===== src/design/nlws_pkg.sv =====
// ----------------------------------------------------------------------------
// nlws_pkg: shared types and constants for the noise level window statistics
// Holds the controller/datapath command and status structures, the
// configuration register indexes and the fixed constants of the block.
// ----------------------------------------------------------------------------
`default_nettype none

package nlws_pkg;

  // Sample range and fixed levels.
  localparam int unsigned LEVEL_W        = 12;
  localparam int unsigned DUTY_W         = 7;
  localparam int unsigned QUO_BITS       = 12;
  localparam int unsigned MAX12          = 4095;
  localparam int unsigned MIN_RESET      = 1000;
  localparam int unsigned LEVEL_TOP      = 99;
  localparam int unsigned LEVEL_RESET    = 50;
  localparam int unsigned MIN_COUNT_GATE = 5;
  localparam int unsigned SECOND_MS      = 1000;

  // Configuration port widths.
  localparam int unsigned CFG_IDX_W  = 2;
  localparam int unsigned CFG_DATA_W = 22;

  // Register widths and reset values.
  localparam int unsigned LEGAL_PER_W = 16;
  localparam int unsigned DUTY_PER_W  = 22;
  localparam logic [LEGAL_PER_W-1:0] LEGAL_PERIOD_RST = 16'd5000;
  localparam logic [DUTY_PER_W-1:0]  DUTY_PERIOD_RST  = 22'd60000;
  localparam logic [LEVEL_W-1:0]     SLEEP_MARGIN_RST = 12'd30;
  localparam logic [LEVEL_W-1:0]     INITIAL_LOW_RST  = 12'd1000;

  // Configuration register indexes.
  typedef enum logic [CFG_IDX_W-1:0] {
    CFG_LEGAL_PERIOD = 2'd0,
    CFG_DUTY_PERIOD  = 2'd1,
    CFG_SLEEP_MARGIN = 2'd2,
    CFG_INITIAL_LOW  = 2'd3
  } cfg_idx_t;

  // Commands from the controller to the datapath.
  typedef struct packed {
    logic capture;   // take the input request
    logic pre;       // per-sample updates and window checks
    logic l_start;   // start the legal-window division
    logic l_load;    // store the legal average
    logic d_start;   // start the duty-window division
    logic d_load;    // store the duty average
    logic d_fin;     // duty window close-out and duty level step
    logic out_load;  // load the result register
  } nlws_cmd_t;

  // Status from the datapath to the controller.
  typedef struct packed {
    logic legal_hit;  // legal window ends with this sample
    logic duty_hit;   // duty window ends with this sample
    logic duty_end;   // registered duty window end flag
    logic duty_zero;  // duty window holds no counted samples
    logic div_done;   // divider finished
    logic out_free;   // result register can take a new result
  } nlws_sts_t;

endpackage

`default_nettype wire


===== src/design/nlws_div.sv =====
// ----------------------------------------------------------------------------
// nlws_div: clipped restoring divider
// Divides a sum by a count and clips the quotient to twelve bits. A clip check
// comes first; unless it clips, twelve steps settle one quotient bit each.
// ----------------------------------------------------------------------------
`default_nettype none

module nlws_div #(
  parameter int unsigned COUNT_BITS = 20,
  parameter int unsigned SUM_BITS   = 32
) (
  input  wire logic                               clk,
  input  wire logic                               rst_n,
  input  wire logic                               start,
  input  wire logic [SUM_BITS-1:0]                dividend,
  input  wire logic [COUNT_BITS-1:0]              divisor,
  output logic                                    done,
  output logic [nlws_pkg::QUO_BITS-1:0]           quotient
);
  import nlws_pkg::*;

  localparam int unsigned DSH_W = COUNT_BITS + QUO_BITS;
  localparam int unsigned W     = (SUM_BITS > DSH_W) ? SUM_BITS : DSH_W;
  localparam int unsigned CNT_W = $clog2(QUO_BITS);

  logic              busy_r;
  logic              first_r;
  logic              done_r;
  logic [CNT_W-1:0]  cnt_r;
  logic [W-1:0]      rem_r;
  logic [W-1:0]      dsh_r;
  logic [QUO_BITS-1:0] quo_r;

  logic              fits;

  // The shifted divisor fits into the remainder.
  assign fits = (rem_r >= dsh_r);

  // Control of the iteration.
  always_ff @(posedge clk) begin
    if (!rst_n) begin
      busy_r  <= 1'b0;
      first_r <= 1'b0;
      done_r  <= 1'b0;
      cnt_r   <= '0;
    end else begin
      done_r <= 1'b0;
      if (start) begin
        busy_r  <= 1'b1;
        first_r <= 1'b1;
      end else if (busy_r && first_r) begin
        first_r <= 1'b0;
        cnt_r   <= CNT_W'(QUO_BITS - 1);
        if (fits) begin
          busy_r <= 1'b0;
          done_r <= 1'b1;
        end
      end else if (busy_r) begin
        if (cnt_r == '0) begin
          busy_r <= 1'b0;
          done_r <= 1'b1;
        end else begin
          cnt_r <= cnt_r - 1'b1;
        end
      end
    end
  end

  // Remainder, shifted divisor and quotient bits.
  always_ff @(posedge clk) begin
    if (start) begin
      rem_r <= W'(dividend);
      dsh_r <= W'({divisor, {QUO_BITS{1'b0}}});
    end else if (busy_r && first_r) begin
      if (fits) begin
        quo_r <= QUO_BITS'(MAX12);
      end
      dsh_r <= dsh_r >> 1;
    end else if (busy_r) begin
      if (fits) begin
        rem_r <= rem_r - dsh_r;
      end
      quo_r <= {quo_r[QUO_BITS-2:0], fits};
      dsh_r <= dsh_r >> 1;
    end
  end

  assign done     = done_r;
  assign quotient = quo_r;

endmodule

`default_nettype wire


===== src/design/nlws_dp.sv =====
// ----------------------------------------------------------------------------
// nlws_dp: datapath of the noise level window statistics
// Holds the configuration registers, the window state, the divider and the
// result register, and carries out the steps that the controller commands.
// ----------------------------------------------------------------------------
`default_nettype none

module nlws_dp #(
  parameter int unsigned COUNT_BITS = 20,
  parameter int unsigned SUM_BITS   = 32
) (
  input  wire logic                               clk,
  input  wire logic                               rst_n,
  input  wire nlws_pkg::nlws_cmd_t                cmd,
  output nlws_pkg::nlws_sts_t                     sts,
  input  wire logic                               cfg_we,
  input  wire logic [nlws_pkg::CFG_IDX_W-1:0]     cfg_index,
  input  wire logic [nlws_pkg::CFG_DATA_W-1:0]    cfg_wdata,
  input  wire logic [15:0]                        in_sample,
  input  wire logic [31:0]                        in_now_ms,
  input  wire logic                               out_ready,
  output logic                                    out_valid,
  output logic                                    out_accepted,
  output logic [nlws_pkg::LEVEL_W-1:0]            out_noise_average,
  output logic [nlws_pkg::LEVEL_W-1:0]            out_legal_average,
  output logic [nlws_pkg::LEVEL_W-1:0]            out_legal_maximum,
  output logic [nlws_pkg::LEVEL_W-1:0]            out_peak_level,
  output logic [nlws_pkg::LEVEL_W-1:0]            out_minimum_level,
  output logic [nlws_pkg::LEVEL_W-1:0]            out_low_level,
  output logic [nlws_pkg::DUTY_W-1:0]             out_duty_level,
  output logic                                    out_legal_window_end,
  output logic                                    out_duty_window_end
);
  import nlws_pkg::*;

  // Configuration registers.
  logic [LEGAL_PER_W-1:0] legal_period_r;
  logic [DUTY_PER_W-1:0]  duty_period_r;
  logic [LEVEL_W-1:0]     sleep_margin_r;

  // Latched input request.
  logic [15:0]            smp_r;
  logic [31:0]            now_r;

  // Window state.
  logic [LEVEL_W-1:0]     floor_r;
  logic [31:0]            second_mark_r;
  logic [31:0]            duty_mark_r;
  logic [31:0]            legal_mark_r;
  logic [SUM_BITS-1:0]    duty_sum_r;
  logic [COUNT_BITS-1:0]  duty_count_r;
  logic [SUM_BITS-1:0]    legal_sum_r;
  logic [COUNT_BITS-1:0]  legal_count_r;
  logic [LEVEL_W-1:0]     avg_now_r;
  logic [LEVEL_W-1:0]     avg_prev_r;
  logic [LEVEL_W-1:0]     legal_avg_r;
  logic [LEVEL_W-1:0]     legal_max_r;
  logic [LEVEL_W-1:0]     peak_r;
  logic [LEVEL_W-1:0]     min_r;
  logic [DUTY_W-1:0]      level_r;
  logic                   step_down_r;
  logic                   legal_end_r;
  logic                   duty_end_r;
  logic                   out_valid_r;

  // Per-sample combinational values.
  logic                   ok;
  logic [LEVEL_W-1:0]     s12;
  logic                   sec_hit;
  logic                   legal_hit;
  logic                   duty_hit;
  logic [SUM_BITS:0]      duty_sum_wide;
  logic [SUM_BITS:0]      legal_sum_wide;
  logic [SUM_BITS-1:0]    duty_sum_sat;
  logic [SUM_BITS-1:0]    legal_sum_sat;
  logic [COUNT_BITS-1:0]  duty_count_inc;
  logic [COUNT_BITS-1:0]  legal_count_inc;
  logic [COUNT_BITS-1:0]  duty_count_pre;

  // Duty window close-out values.
  logic                   sd_nxt;
  logic [LEVEL_W-1:0]     floor_fin;
  logic [DUTY_W-1:0]      level_step;
  logic [LEVEL_W:0]       quiet;
  logic                   both_quiet;
  logic [DUTY_W-1:0]      level_nxt;

  // Divider.
  logic                   div_start;
  logic [SUM_BITS-1:0]    div_dividend;
  logic [COUNT_BITS-1:0]  div_divisor;
  logic                   div_done;
  logic [QUO_BITS-1:0]    div_quo;

  // Range check and window timing of the latched sample.
  assign ok        = (smp_r[15:LEVEL_W] == '0);
  assign s12       = smp_r[LEVEL_W-1:0];
  assign sec_hit   = ((now_r - second_mark_r) > 32'(SECOND_MS));
  assign legal_hit = ok && ((now_r - legal_mark_r) > 32'(legal_period_r));
  assign duty_hit  = ok && ((now_r - duty_mark_r) > 32'(duty_period_r));

  // Saturating sums and counts.
  assign duty_sum_wide  = {1'b0, duty_sum_r} + (SUM_BITS+1)'(s12);
  assign legal_sum_wide = {1'b0, legal_sum_r} + (SUM_BITS+1)'(s12);
  assign duty_sum_sat   = duty_sum_wide[SUM_BITS] ? '1 : duty_sum_wide[SUM_BITS-1:0];
  assign legal_sum_sat  = legal_sum_wide[SUM_BITS] ? '1 : legal_sum_wide[SUM_BITS-1:0];
  assign duty_count_inc  = (&duty_count_r) ? duty_count_r : duty_count_r + 1'b1;
  assign legal_count_inc = (&legal_count_r) ? legal_count_r : legal_count_r + 1'b1;
  assign duty_count_pre  = sec_hit ? duty_count_inc : duty_count_r;

  // Duty level step: direction turns at the ends, and the level is held
  // when both the current and the previous averages are quiet.
  always_comb begin
    sd_nxt    = step_down_r;
    floor_fin = floor_r;
    if (level_r > DUTY_W'(LEVEL_TOP)) begin
      sd_nxt = 1'b1;
    end else if (level_r == '0) begin
      sd_nxt    = 1'b0;
      floor_fin = min_r;
    end
    level_step = sd_nxt ? level_r - 1'b1 : level_r + 1'b1;
    quiet      = {1'b0, floor_fin} + {1'b0, sleep_margin_r};
    both_quiet = ({1'b0, avg_now_r} < quiet) && ({1'b0, avg_prev_r} < quiet);
    level_nxt  = both_quiet ? level_r : level_step;
  end

  // Divider operands come from whichever window is being closed.
  assign div_start    = cmd.l_start || cmd.d_start;
  assign div_dividend = cmd.d_start ? duty_sum_r : legal_sum_r;
  assign div_divisor  = cmd.d_start ? duty_count_r : legal_count_r;

  nlws_div #(
    .COUNT_BITS (COUNT_BITS),
    .SUM_BITS   (SUM_BITS)
  ) u_div (
    .clk      (clk),
    .rst_n    (rst_n),
    .start    (div_start),
    .dividend (div_dividend),
    .divisor  (div_divisor),
    .done     (div_done),
    .quotient (div_quo)
  );

  // Input request capture.
  always_ff @(posedge clk) begin
    if (cmd.capture) begin
      smp_r <= in_sample;
      now_r <= in_now_ms;
    end
  end

  // Window state and configuration registers.
  always_ff @(posedge clk) begin
    if (!rst_n) begin
      legal_period_r <= LEGAL_PERIOD_RST;
      duty_period_r  <= DUTY_PERIOD_RST;
      sleep_margin_r <= SLEEP_MARGIN_RST;
      floor_r        <= INITIAL_LOW_RST;
      avg_now_r      <= INITIAL_LOW_RST;
      avg_prev_r     <= INITIAL_LOW_RST;
      legal_avg_r    <= INITIAL_LOW_RST;
      legal_max_r    <= INITIAL_LOW_RST;
      second_mark_r  <= '0;
      duty_mark_r    <= '0;
      legal_mark_r   <= '0;
      duty_sum_r     <= '0;
      duty_count_r   <= '0;
      legal_sum_r    <= '0;
      legal_count_r  <= '0;
      peak_r         <= '0;
      min_r          <= LEVEL_W'(MIN_RESET);
      level_r        <= DUTY_W'(LEVEL_RESET);
      step_down_r    <= 1'b0;
      legal_end_r    <= 1'b0;
      duty_end_r     <= 1'b0;
    end else begin
      // Per-sample updates.
      if (cmd.pre) begin
        legal_end_r <= legal_hit;
        duty_end_r  <= duty_hit;
        if (ok) begin
          if (s12 < floor_r) begin
            floor_r <= s12;
          end
          if (sec_hit) begin
            duty_sum_r    <= duty_sum_sat;
            duty_count_r  <= duty_count_inc;
            second_mark_r <= now_r;
          end
          legal_sum_r   <= legal_sum_sat;
          legal_count_r <= legal_count_inc;
          if (s12 > peak_r) begin
            peak_r <= s12;
          end
          if ((s12 < min_r) && (duty_count_pre > COUNT_BITS'(MIN_COUNT_GATE))) begin
            min_r <= s12;
          end
        end
      end

      // Legal window close: operands go to the divider, the window restarts.
      if (cmd.l_start) begin
        legal_sum_r   <= '0;
        legal_count_r <= '0;
        legal_mark_r  <= now_r;
      end

      if (cmd.l_load) begin
        legal_avg_r <= div_quo;
        if (div_quo > legal_max_r) begin
          legal_max_r <= div_quo;
        end
      end

      if (cmd.d_load) begin
        avg_now_r <= div_quo;
      end

      // Duty window close-out.
      if (cmd.d_fin) begin
        step_down_r  <= sd_nxt;
        floor_r      <= floor_fin;
        level_r      <= level_nxt;
        peak_r       <= '0;
        min_r        <= LEVEL_W'(MIN_RESET);
        duty_sum_r   <= '0;
        duty_count_r <= '0;
        legal_max_r  <= '0;
        avg_prev_r   <= avg_now_r;
        legal_mark_r <= now_r;
        duty_mark_r  <= now_r;
      end

      // Configuration writes must arrive only while the block is idle; the block itself does not enforce this.
      if (cfg_we) begin
        case (cfg_idx_t'(cfg_index))
          CFG_LEGAL_PERIOD: legal_period_r <= cfg_wdata[LEGAL_PER_W-1:0];
          CFG_DUTY_PERIOD:  duty_period_r  <= cfg_wdata[DUTY_PER_W-1:0];
          CFG_SLEEP_MARGIN: sleep_margin_r <= cfg_wdata[LEVEL_W-1:0];
          CFG_INITIAL_LOW: begin
            floor_r       <= cfg_wdata[LEVEL_W-1:0];
            avg_now_r     <= cfg_wdata[LEVEL_W-1:0];
            avg_prev_r    <= cfg_wdata[LEVEL_W-1:0];
            legal_avg_r   <= cfg_wdata[LEVEL_W-1:0];
            legal_max_r   <= cfg_wdata[LEVEL_W-1:0];
          end
          default: begin
          end
        endcase
      end
    end
  end

  // Result register valid flag.
  always_ff @(posedge clk) begin
    if (!rst_n) begin
      out_valid_r <= 1'b0;
    end else if (cmd.out_load) begin
      out_valid_r <= 1'b1;
    end else if (out_ready) begin
      out_valid_r <= 1'b0;
    end
  end

  // Result register payload.
  always_ff @(posedge clk) begin
    if (cmd.out_load) begin
      out_accepted         <= ok;
      out_noise_average    <= avg_now_r;
      out_legal_average    <= legal_avg_r;
      out_legal_maximum    <= legal_max_r;
      out_peak_level       <= peak_r;
      out_minimum_level    <= min_r;
      out_low_level        <= floor_r;
      out_duty_level       <= level_r;
      out_legal_window_end <= legal_end_r;
      out_duty_window_end  <= duty_end_r;
    end
  end

  assign out_valid = out_valid_r;

  // Status towards the controller.
  always_comb begin
    sts.legal_hit = legal_hit;
    sts.duty_hit  = duty_hit;
    sts.duty_end  = duty_end_r;
    sts.duty_zero = (duty_count_r == '0);
    sts.div_done  = div_done;
    sts.out_free  = !out_valid_r || out_ready;
  end

endmodule

`default_nettype wire


===== src/design/nlws_ctrl.sv =====
// ----------------------------------------------------------------------------
// nlws_ctrl: controller of the noise level window statistics
// Steps one request through its per-sample update, any window divisions and
// duty close-out that fall due, then hands the result to the output register.
// ----------------------------------------------------------------------------
`default_nettype none

module nlws_ctrl (
  input  wire logic                 clk,
  input  wire logic                 rst_n,
  input  wire logic                 in_valid,
  output logic                      in_ready,
  input  wire nlws_pkg::nlws_sts_t  sts,
  output nlws_pkg::nlws_cmd_t       cmd
);
  import nlws_pkg::*;

  typedef enum logic [2:0] {
    S_IDLE,
    S_PRE,
    S_LSTART,
    S_LWAIT,
    S_DSTART,
    S_DWAIT,
    S_DFIN,
    S_OUT
  } state_t;

  state_t state_r;
  state_t state_nxt;

  // Next state and commands.
  always_comb begin
    state_nxt = state_r;
    cmd       = '0;
    case (state_r)
      S_IDLE: begin
        if (in_valid) begin
          cmd.capture = 1'b1;
          state_nxt   = S_PRE;
        end
      end
      S_PRE: begin
        cmd.pre = 1'b1;
        if (sts.legal_hit) begin
          state_nxt = S_LSTART;
        end else if (sts.duty_hit) begin
          state_nxt = S_DSTART;
        end else begin
          state_nxt = S_OUT;
        end
      end
      S_LSTART: begin
        cmd.l_start = 1'b1;
        state_nxt   = S_LWAIT;
      end
      S_LWAIT: begin
        if (sts.div_done) begin
          cmd.l_load = 1'b1;
          state_nxt  = sts.duty_end ? S_DSTART : S_OUT;
        end
      end
      S_DSTART: begin
        // An empty duty window keeps the old average.
        if (sts.duty_zero) begin
          state_nxt = S_DFIN;
        end else begin
          cmd.d_start = 1'b1;
          state_nxt   = S_DWAIT;
        end
      end
      S_DWAIT: begin
        if (sts.div_done) begin
          cmd.d_load = 1'b1;
          state_nxt  = S_DFIN;
        end
      end
      S_DFIN: begin
        cmd.d_fin = 1'b1;
        state_nxt = S_OUT;
      end
      S_OUT: begin
        if (sts.out_free) begin
          cmd.out_load = 1'b1;
          state_nxt    = S_IDLE;
        end
      end
      default: begin
        state_nxt = S_IDLE;
      end
    endcase
  end

  // State register.
  always_ff @(posedge clk) begin
    if (!rst_n) begin
      state_r <= S_IDLE;
    end else begin
      state_r <= state_nxt;
    end
  end

  assign in_ready = (state_r == S_IDLE);

endmodule

`default_nettype wire


===== src/design/noise_level_window_stats.sv =====
// ----------------------------------------------------------------------------
// noise_level_window_stats: windowed statistics of a raw noise level stream
// Each input request carries a raw sample and a millisecond timestamp; each
// gives one result request with the current averages, levels and flags.
//
// Input channel in_valid/in_ready carries in_sample and in_now_ms. The result
// channel out_valid/out_ready carries the ten out_ fields. Configuration is
// written through cfg_we, cfg_index and cfg_wdata while the block is idle.
//
// out_valid rises once the result loads, after the capture and per-sample
// update, a legal division when a legal window ends and a duty close-out
// when the duty window ends. The shared divider does each average as a clip
// check, then twelve quotient bit steps unless it clips. The next request
// is taken in the cycle after the result loads.
//
// Reset (rst_n low at a clock edge) loads the register defaults and sets all
// window state to its reset values. A result waits in the output register
// while out_ready is low; the next request is still taken and worked on, and
// its result waits until the output register is free.
// ----------------------------------------------------------------------------
`default_nettype none

module noise_level_window_stats #(
  parameter int unsigned COUNT_BITS = 20,
  parameter int unsigned SUM_BITS   = 32
) (
  input  wire logic                             clk,
  input  wire logic                             rst_n,
  input  wire logic                             in_valid,
  output logic                                  in_ready,
  input  wire logic [15:0]                      in_sample,
  input  wire logic [31:0]                      in_now_ms,
  output logic                                  out_valid,
  input  wire logic                             out_ready,
  output logic                                  out_accepted,
  output logic [nlws_pkg::LEVEL_W-1:0]          out_noise_average,
  output logic [nlws_pkg::LEVEL_W-1:0]          out_legal_average,
  output logic [nlws_pkg::LEVEL_W-1:0]          out_legal_maximum,
  output logic [nlws_pkg::LEVEL_W-1:0]          out_peak_level,
  output logic [nlws_pkg::LEVEL_W-1:0]          out_minimum_level,
  output logic [nlws_pkg::LEVEL_W-1:0]          out_low_level,
  output logic [nlws_pkg::DUTY_W-1:0]           out_duty_level,
  output logic                                  out_legal_window_end,
  output logic                                  out_duty_window_end,
  input  wire logic                             cfg_we,
  input  wire logic [nlws_pkg::CFG_IDX_W-1:0]   cfg_index,
  input  wire logic [nlws_pkg::CFG_DATA_W-1:0]  cfg_wdata
);
  import nlws_pkg::*;

  nlws_cmd_t cmd;
  nlws_sts_t sts;

  // Controller.
  nlws_ctrl u_ctrl (
    .clk      (clk),
    .rst_n    (rst_n),
    .in_valid (in_valid),
    .in_ready (in_ready),
    .sts      (sts),
    .cmd      (cmd)
  );

  // Datapath.
  nlws_dp #(
    .COUNT_BITS (COUNT_BITS),
    .SUM_BITS   (SUM_BITS)
  ) u_dp (
    .clk                  (clk),
    .rst_n                (rst_n),
    .cmd                  (cmd),
    .sts                  (sts),
    .cfg_we               (cfg_we),
    .cfg_index            (cfg_index),
    .cfg_wdata            (cfg_wdata),
    .in_sample            (in_sample),
    .in_now_ms            (in_now_ms),
    .out_ready            (out_ready),
    .out_valid            (out_valid),
    .out_accepted         (out_accepted),
    .out_noise_average    (out_noise_average),
    .out_legal_average    (out_legal_average),
    .out_legal_maximum    (out_legal_maximum),
    .out_peak_level       (out_peak_level),
    .out_minimum_level    (out_minimum_level),
    .out_low_level        (out_low_level),
    .out_duty_level       (out_duty_level),
    .out_legal_window_end (out_legal_window_end),
    .out_duty_window_end  (out_duty_window_end)
  );

endmodule

`default_nettype wire

===== config.mk =====
export PLATFORM = sky130hd
export DESIGN_NAME = noise_level_window_stats
export DESIGN_NICKNAME = d
export VERILOG_FILES = /design/src/design/nlws_pkg.sv /design/src/design/nlws_div.sv /design/src/design/nlws_dp.sv /design/src/design/nlws_ctrl.sv /design/src/design/noise_level_window_stats.sv
export SDC_FILE = /design/constraint.sdc
export NUM_CORES = 1
export LEC_CHECK = 0
export ABC_AREA = 1
export BUFFER_PORTS_ARGS = -buffer_cell sky130_fd_sc_hd__buf_2
export CORE_MARGIN = 5
export CORE_UTILIZATION = 45
export CTS_CLUSTER_SIZE = 24
export DETAILED_ROUTE_END_ITERATION = 6
export PLACE_DENSITY = 0.61
export SLEW_MARGIN = 10
export SYNTH_ARGS = -nofsm -noshare
export SYNTH_HDL_FRONTEND = slang
export SYNTH_SLANG_ARGS = --single-unit

===== constraint.sdc =====
create_clock -name clk -period 15.23 [get_ports clk]
set_input_delay 0.7615 -clock clk [delete_from_list [all_inputs] [get_ports clk]]
set_output_delay 0.7615 -clock clk [all_outputs]
set_load 0.01 [all_outputs]

; Yosys cells after proc, flatten, opt, wreduce, memory -nomap -nowiden
; Index checks and enable logic that the tools add are counted.
[classes]
add_sub_neg = 12
bitwise_logic = 4
mux = 80
n_lt_le_gt_ge = 12
n_eq_ne = 18
reduce_logical = 39
[ops]
columns = op, count
row1 = 32-bit two-way mux, 12
row2 = 12-bit two-way mux, 25
row3 = 32-bit subtractor, 4
row4 = 32-bit by 12-bit adder with 33-bit output, 2
row5 = 20-bit two-way mux, 3
row6 = 20-bit by 1-bit adder with 20-bit output (second input constant), 2
row7 = 20-bit AND reduction, 2
row8 = 32-bit greater-or-equal comparator, 1
row9 = 32-bit by 10-bit greater-than comparator with 1-bit output (second input constant), 1
row10 = 32-bit by 16-bit greater-than comparator with 1-bit output, 1
row11 = 32-bit by 22-bit greater-than comparator with 1-bit output, 1
row12 = 1-bit two-way mux, 27
row13 = 12-bit by 13-bit < comparator with 1-bit output, 2
row14 = 12-bit greater-than comparator, 2
row15 = 12-bit < comparator, 2
row16 = 3-bit case mux with 8 select lines, 1
row17 = 3-bit AND reduction, 7
row18 = 20-bit by 3-bit greater-than comparator with 1-bit output (second input constant), 1
row19 = 20-bit zero test, 1
row20 = 3-bit two-way mux, 5
row21 = 12-bit by 12-bit adder with 13-bit output, 1
row22 = 3-bit equality test (second input constant), 4
row23 = 4-bit two-way mux, 3
row24 = 2-bit nonzero test, 6
row25 = 25 further kinds, 49
[totals]
register_bits = 561
word_cells = 208
output_inout_bits = 84
inputBits = 77

; Logic depth before layout (Yosys ltp)
[depth]
depth_word = 8
depth_mapped = 31
depth_no_buf = 31

; Hierarchy
; A second synthesis with hierarchy kept.
[unflattened]
hier_cells = 4686
hier_area_um2 = 34608.2
[by_module_without_submodules]
columns = module, seq_area_each_um2, instances, area_per_inst_um2, cells_per_inst
row1 = nlws_dp, 10810.4, 1, 28461.0, 3798
row2 = nlws_div, 2302.2, 1, 5816.8, 827
row3 = nlws_ctrl, 60.1, 1, 330.3, 61

; Least setup slack after synthesis
; No wires, ideal clock.
[synth_timing]
path_type = input -> register
startpoint = in out_ready
endpoint = reg u_dp.out_accepted (enable)
path_stages = 2
t_required_ns = 14.506
arrival_ns = 8.545
setup_slack_ns = 5.960
path_buffers = 0
setup_ns = 0.724
path_cell_list = nor2_1 nor4_1
[synth_lines]
columns = item, line_no
row1 = from (decl), noise_level_window_stats.sv:34  ; input wire logic out_ready,
row2 = to (signal assigned), nlws_dp.sv:270  ; out_accepted <= ok;
row3 = to (decl), nlws_dp.sv:23  ; output logic out_accepted,

; Final worst setup path
[layout_timing]
startpoint = reg u_dp.level_r[1]
endpoint = reg u_dp.level_r[6]
[layout_between]
elab_chain_len = 8
elab_cells_between_ends = 15
classes_between = 3 x add/sub / 3 x order compare / 5 x mux / 1 x bitwise / 3 x reduce/logical
[layout_lines]
columns = item, line_no
row1 = from (decl), nlws_dp.sv:60  ; logic [DUTY_W-1:0] level_r;
row2 = from (signal assigned), nlws_dp.sv:174  ; level_r <= DUTY_W'(LEVEL_RESET);
row3 = from (signal assigned), nlws_dp.sv:225  ; level_r <= level_nxt;
row4 = branches (longest 8 deep; another with 12-bit by 12-bit adder with 13-bit output), -
; Several ways; the timed one is not identified.
; A chain may end at the register's enable or synchronous reset.

==> impl_results.md <==
* Worst-path clk slew at around 0.06 ns
* Critical Path Start Type: flip-flop
* R2r endpoint: u_dp.level_r[6]
* TritonCTS clock tree: yes
* Synthesized net count at 4979
* FMAX at ~0.20 GHz
* Clock Path Buffers at 3
* ANT nets after route at 0
* HP Class: primary input to flip-flop
* Syn Area/Cell at 7.46 µm²
* Final Hold Fails at 0
* DR vias/cell at about 5.3
* Status: finished, final reports clean
* Core region area at 75900 µm²
* Setup violators final at 0
* Count of cell types in the netlist at 56
* FF-to-FF path depth at 25
* Final Non-Filler Cells at 5835
* Comb pwr share at 0.435
* Sequential area share after synthesis at 0.383
* Fin worst setup slack at about 10 ns
* Final worst path period share at 0.324
* Asr flop ratio synth at 0
* Clk_skew at between 0.03 and 0.04 ns
* Yosys reg bits at ~560
* Tmin final at 4.94 ns
* Die height at around 290 µm
* Dpl cells at 5711
* Sw Ratio at 0.412
* Cell area after synthesis at about 34000 µm²
* Sw Pwr at 0.00268 W
* Pint at between 0.003 and 0.004 W
* Slew HR at 0.295
* WP data required at 15.76 ns
* Largest net degree at the start of global routing at 72
* Final sum of negative setup slack at 0 ns
* Syn Inst Count at 4617
* Commonest non-fill, non-tap cell in the layout: nand2_1
* # hold bufs at CTS at 0
* Worst Hold Depth at 1
* RR Startpoint: u_dp.level_r[1]
* Crit Path Class: flip-flop to flip-flop
* Antenna violations before repair at 4
* Vias at between 30000 and 40000
* Rows at about 100
* Yosys warning count at 0
* H-tree depth at 3
* Final Net Count at roughly 5100
* GRT Util Overall at 0.236
* # resized after CTS at 0
* LEAKAGE at 16.5 nW
* DR WL/cell at ~17 µm
* RSZ-0062 raised after global routing: false
* Final Max Tran Viols at 0
* Ys flop type: dfxtp_1
* TritonRoute pass-1 iters at 5
* CTS buffer count at slightly below 70
* Ratio of cells with drive above 1 in the final layout at 0.0766
* MaxCap Viol Count at 0
* Highest-count cells in the layout ignoring fill and taps: nand2_1, inv_1, a21oi_1, o21ai_0, dfxtp_1
* Post-synth EDFFs at 194
* R2R setup slack at a little over 10 ns
* P&R area growth vs syn at 12.0%
* Clk pwr share at 0.254
* Die span in x at 287 µm
* Clock sink count at between 500 and 600
* Root Driver: clkbuf_16
* Vias in the first global route at just under 30000
* Hold endpoint: u_dp.smp_r[9]
* Detailed Place HPWL at around 75000 µm
* Initial Util at 0.453
* Peak VDD IR at roughly 0.000083 V
* Crit Path Max Fanout at 25
* GP Congestion at approximately 0.93
* Clock Latency Late Sink at 0.62 ns
* Reg power frac at 0.311
* Cell Pwr Density at 169 nW/µm²
* First-pass GRT wire length at around 160000 µm
* Fin Hold WS at approximately 0.33 ns
* WL final at slightly below 100000 µm
* Post-route DRC violation count at 0
* I/O pin count at about 160
* Worst Path Arrival at ~5.5 ns
* GR Overflow Total at 0
* Postcts setup bufs at 0
* DR iter-0 viols at ~2200
* DIE AREA at just over 80000 µm²
* Worst Tran Pin Value at approximately 1.0 ns
* CP Capture Type: flip-flop
* HP Start: in_sample[9]
* Buffers on Ports at 160
* Dpl ws at just over 10 ns
==> worst max-delay path by stage <==
| stage | start | to | slack [ns] | cells after the start |
|---|---|---|---|---|
| after global placement | u_dp.level_r[1] | u_dp.level_r[6] | 10.38 | 25 |
| final | u_dp.level_r[1] | u_dp.level_r[6] | 10.29 | 25 |
| after CTS | u_dp.level_r[1] | u_dp.level_r[6] | 10.29 | 25 |
| after floorplan | out_ready | u_dp.out_accepted | 5.96 | 2 |
| after global routing | u_dp.level_r[1] | u_dp.level_r[6] | 9.66 | 25 |
| after detailed placement | u_dp.level_r[1] | u_dp.level_r[6] | 10.36 | 25 |
==> stage by stage <==
step | utilization | instance area [µm²] | power (W)
finish | 0.508 | 38600 | 0.00650
CTS | 0.508 | 38600 | 0.00652
floorplan | - | 34400 | 0.00408
global placement | 0.478 | 36300 | 0.00482
global route | 0.508 | 38600 | 0.00703
detailed placement | 0.478 | 36300 | 0.00484
==> cells in the mapped netlist (17+ instances only) <==
master	instances	area, µm²
edfxtp_1	194	5830
nor3_1	80	400
inv_1	655	2460
xnor2_1	39	342
o211ai_1	43	323
ha_1	277	3470
dfxtp_1	367	7350
o21a_1	21	158
xor2_1	97	850
nor4_1	21	131
nand3_1	189	946
a21oi_1	481	2410
nand2_2	17	106
nor2_1	369	1390
nand2_1	953	3580
nand4_1	50	313
clkbuf_1	111	417
a31oi_1	35	219
o21ai_0	411	2060
o221ai_1	43	377
==> sequential cells by signal, summed over array words and instances (netlist names), 16 cells and up <==
signal / cells
u_dp.legal_period_r: 16
u_dp.legal_count_r: 20
u_dp.duty_count_r: 20
u_dp.legal_sum_r: 32
u_dp.smp_r: 16
u_dp.now_r: 32
u_dp.u_div.dsh_r: 32
u_dp.duty_sum_r: 32
u_dp.legal_mark_r: 32
u_dp.u_div.rem_r: 32
u_dp.second_mark_r: 32
u_dp.duty_period_r: 22
u_dp.duty_mark_r: 32
==> cells by family after synthesis <==
| group | count (synthesis) | share of synthesized area |
|---|---|---|
| buf+inv | 795 | 0.0876 |
| flops | 561 | 0.383 |
| fa+ha+maj | 285 | 0.105 |
| simple gates | 1735 | 0.212 |
| compound gates | 1105 | 0.177 |
| xor+xnor | 136 | 0.0346 |
==> routing by layer <==
layer  global-route usage  up-vias  share of wire
met1                0.340    14160           0.48
met3               0.0333      122          0.064
li1                     -    15781              -
met5                    0        -              0
met4               0.0531        0          0.018
met2                0.379      832           0.44
==> final cells by class <==
cell class	instances	area, µm²
diodes	1	2.50
clock buffers	89	1840
clock inverters	34	417
fillers	7515	37400
inverters	671	2520
multi-input cells	3261	18300
flip-flops and latches	561	13200
well taps	1030	1290
repair buffers	188	1010
==> worst max-delay path, cell delays in order (launching register included) <==
cell and delay (ns):
dfxtp_1 0.37, nor3_1 0.20, nand3_1 0.63, o21ai_0 0.67
ha_1 0.33, nand3_1 0.07, nand2_1 0.08, a21oi_1 0.14
o21bai_1 0.11, a21oi_1 0.13, o21ai_0 0.13, nand2_1 0.08
nand2_1 0.05, a21oi_1 0.18, inv_1 0.06, a21oi_1 0.11
o21ai_0 0.10, xor2_1 0.21, ha_1 0.27, a211oi_1 0.24
nand2_1 0.07, nand2_1 0.15, inv_1 0.16, nand2_1 0.11
o21ai_0 0.07, a21oi_1 0.14
==> power groups by stage <==
stage	combinational, W	clock (W)	sequential [W]
3_3_place_gp	0.00277	0	0.00205
4_1_cts	0.00281	0.00169	0.00202
6_report	0.00283	0.00165	0.00202
3_5_place_dp	0.00279	0	0.00205
2_1_floorplan	0.00211	0	0.00198
5_1_grt	0.00323	0.00176	0.00204
Power figures use the tool's default switching activity.
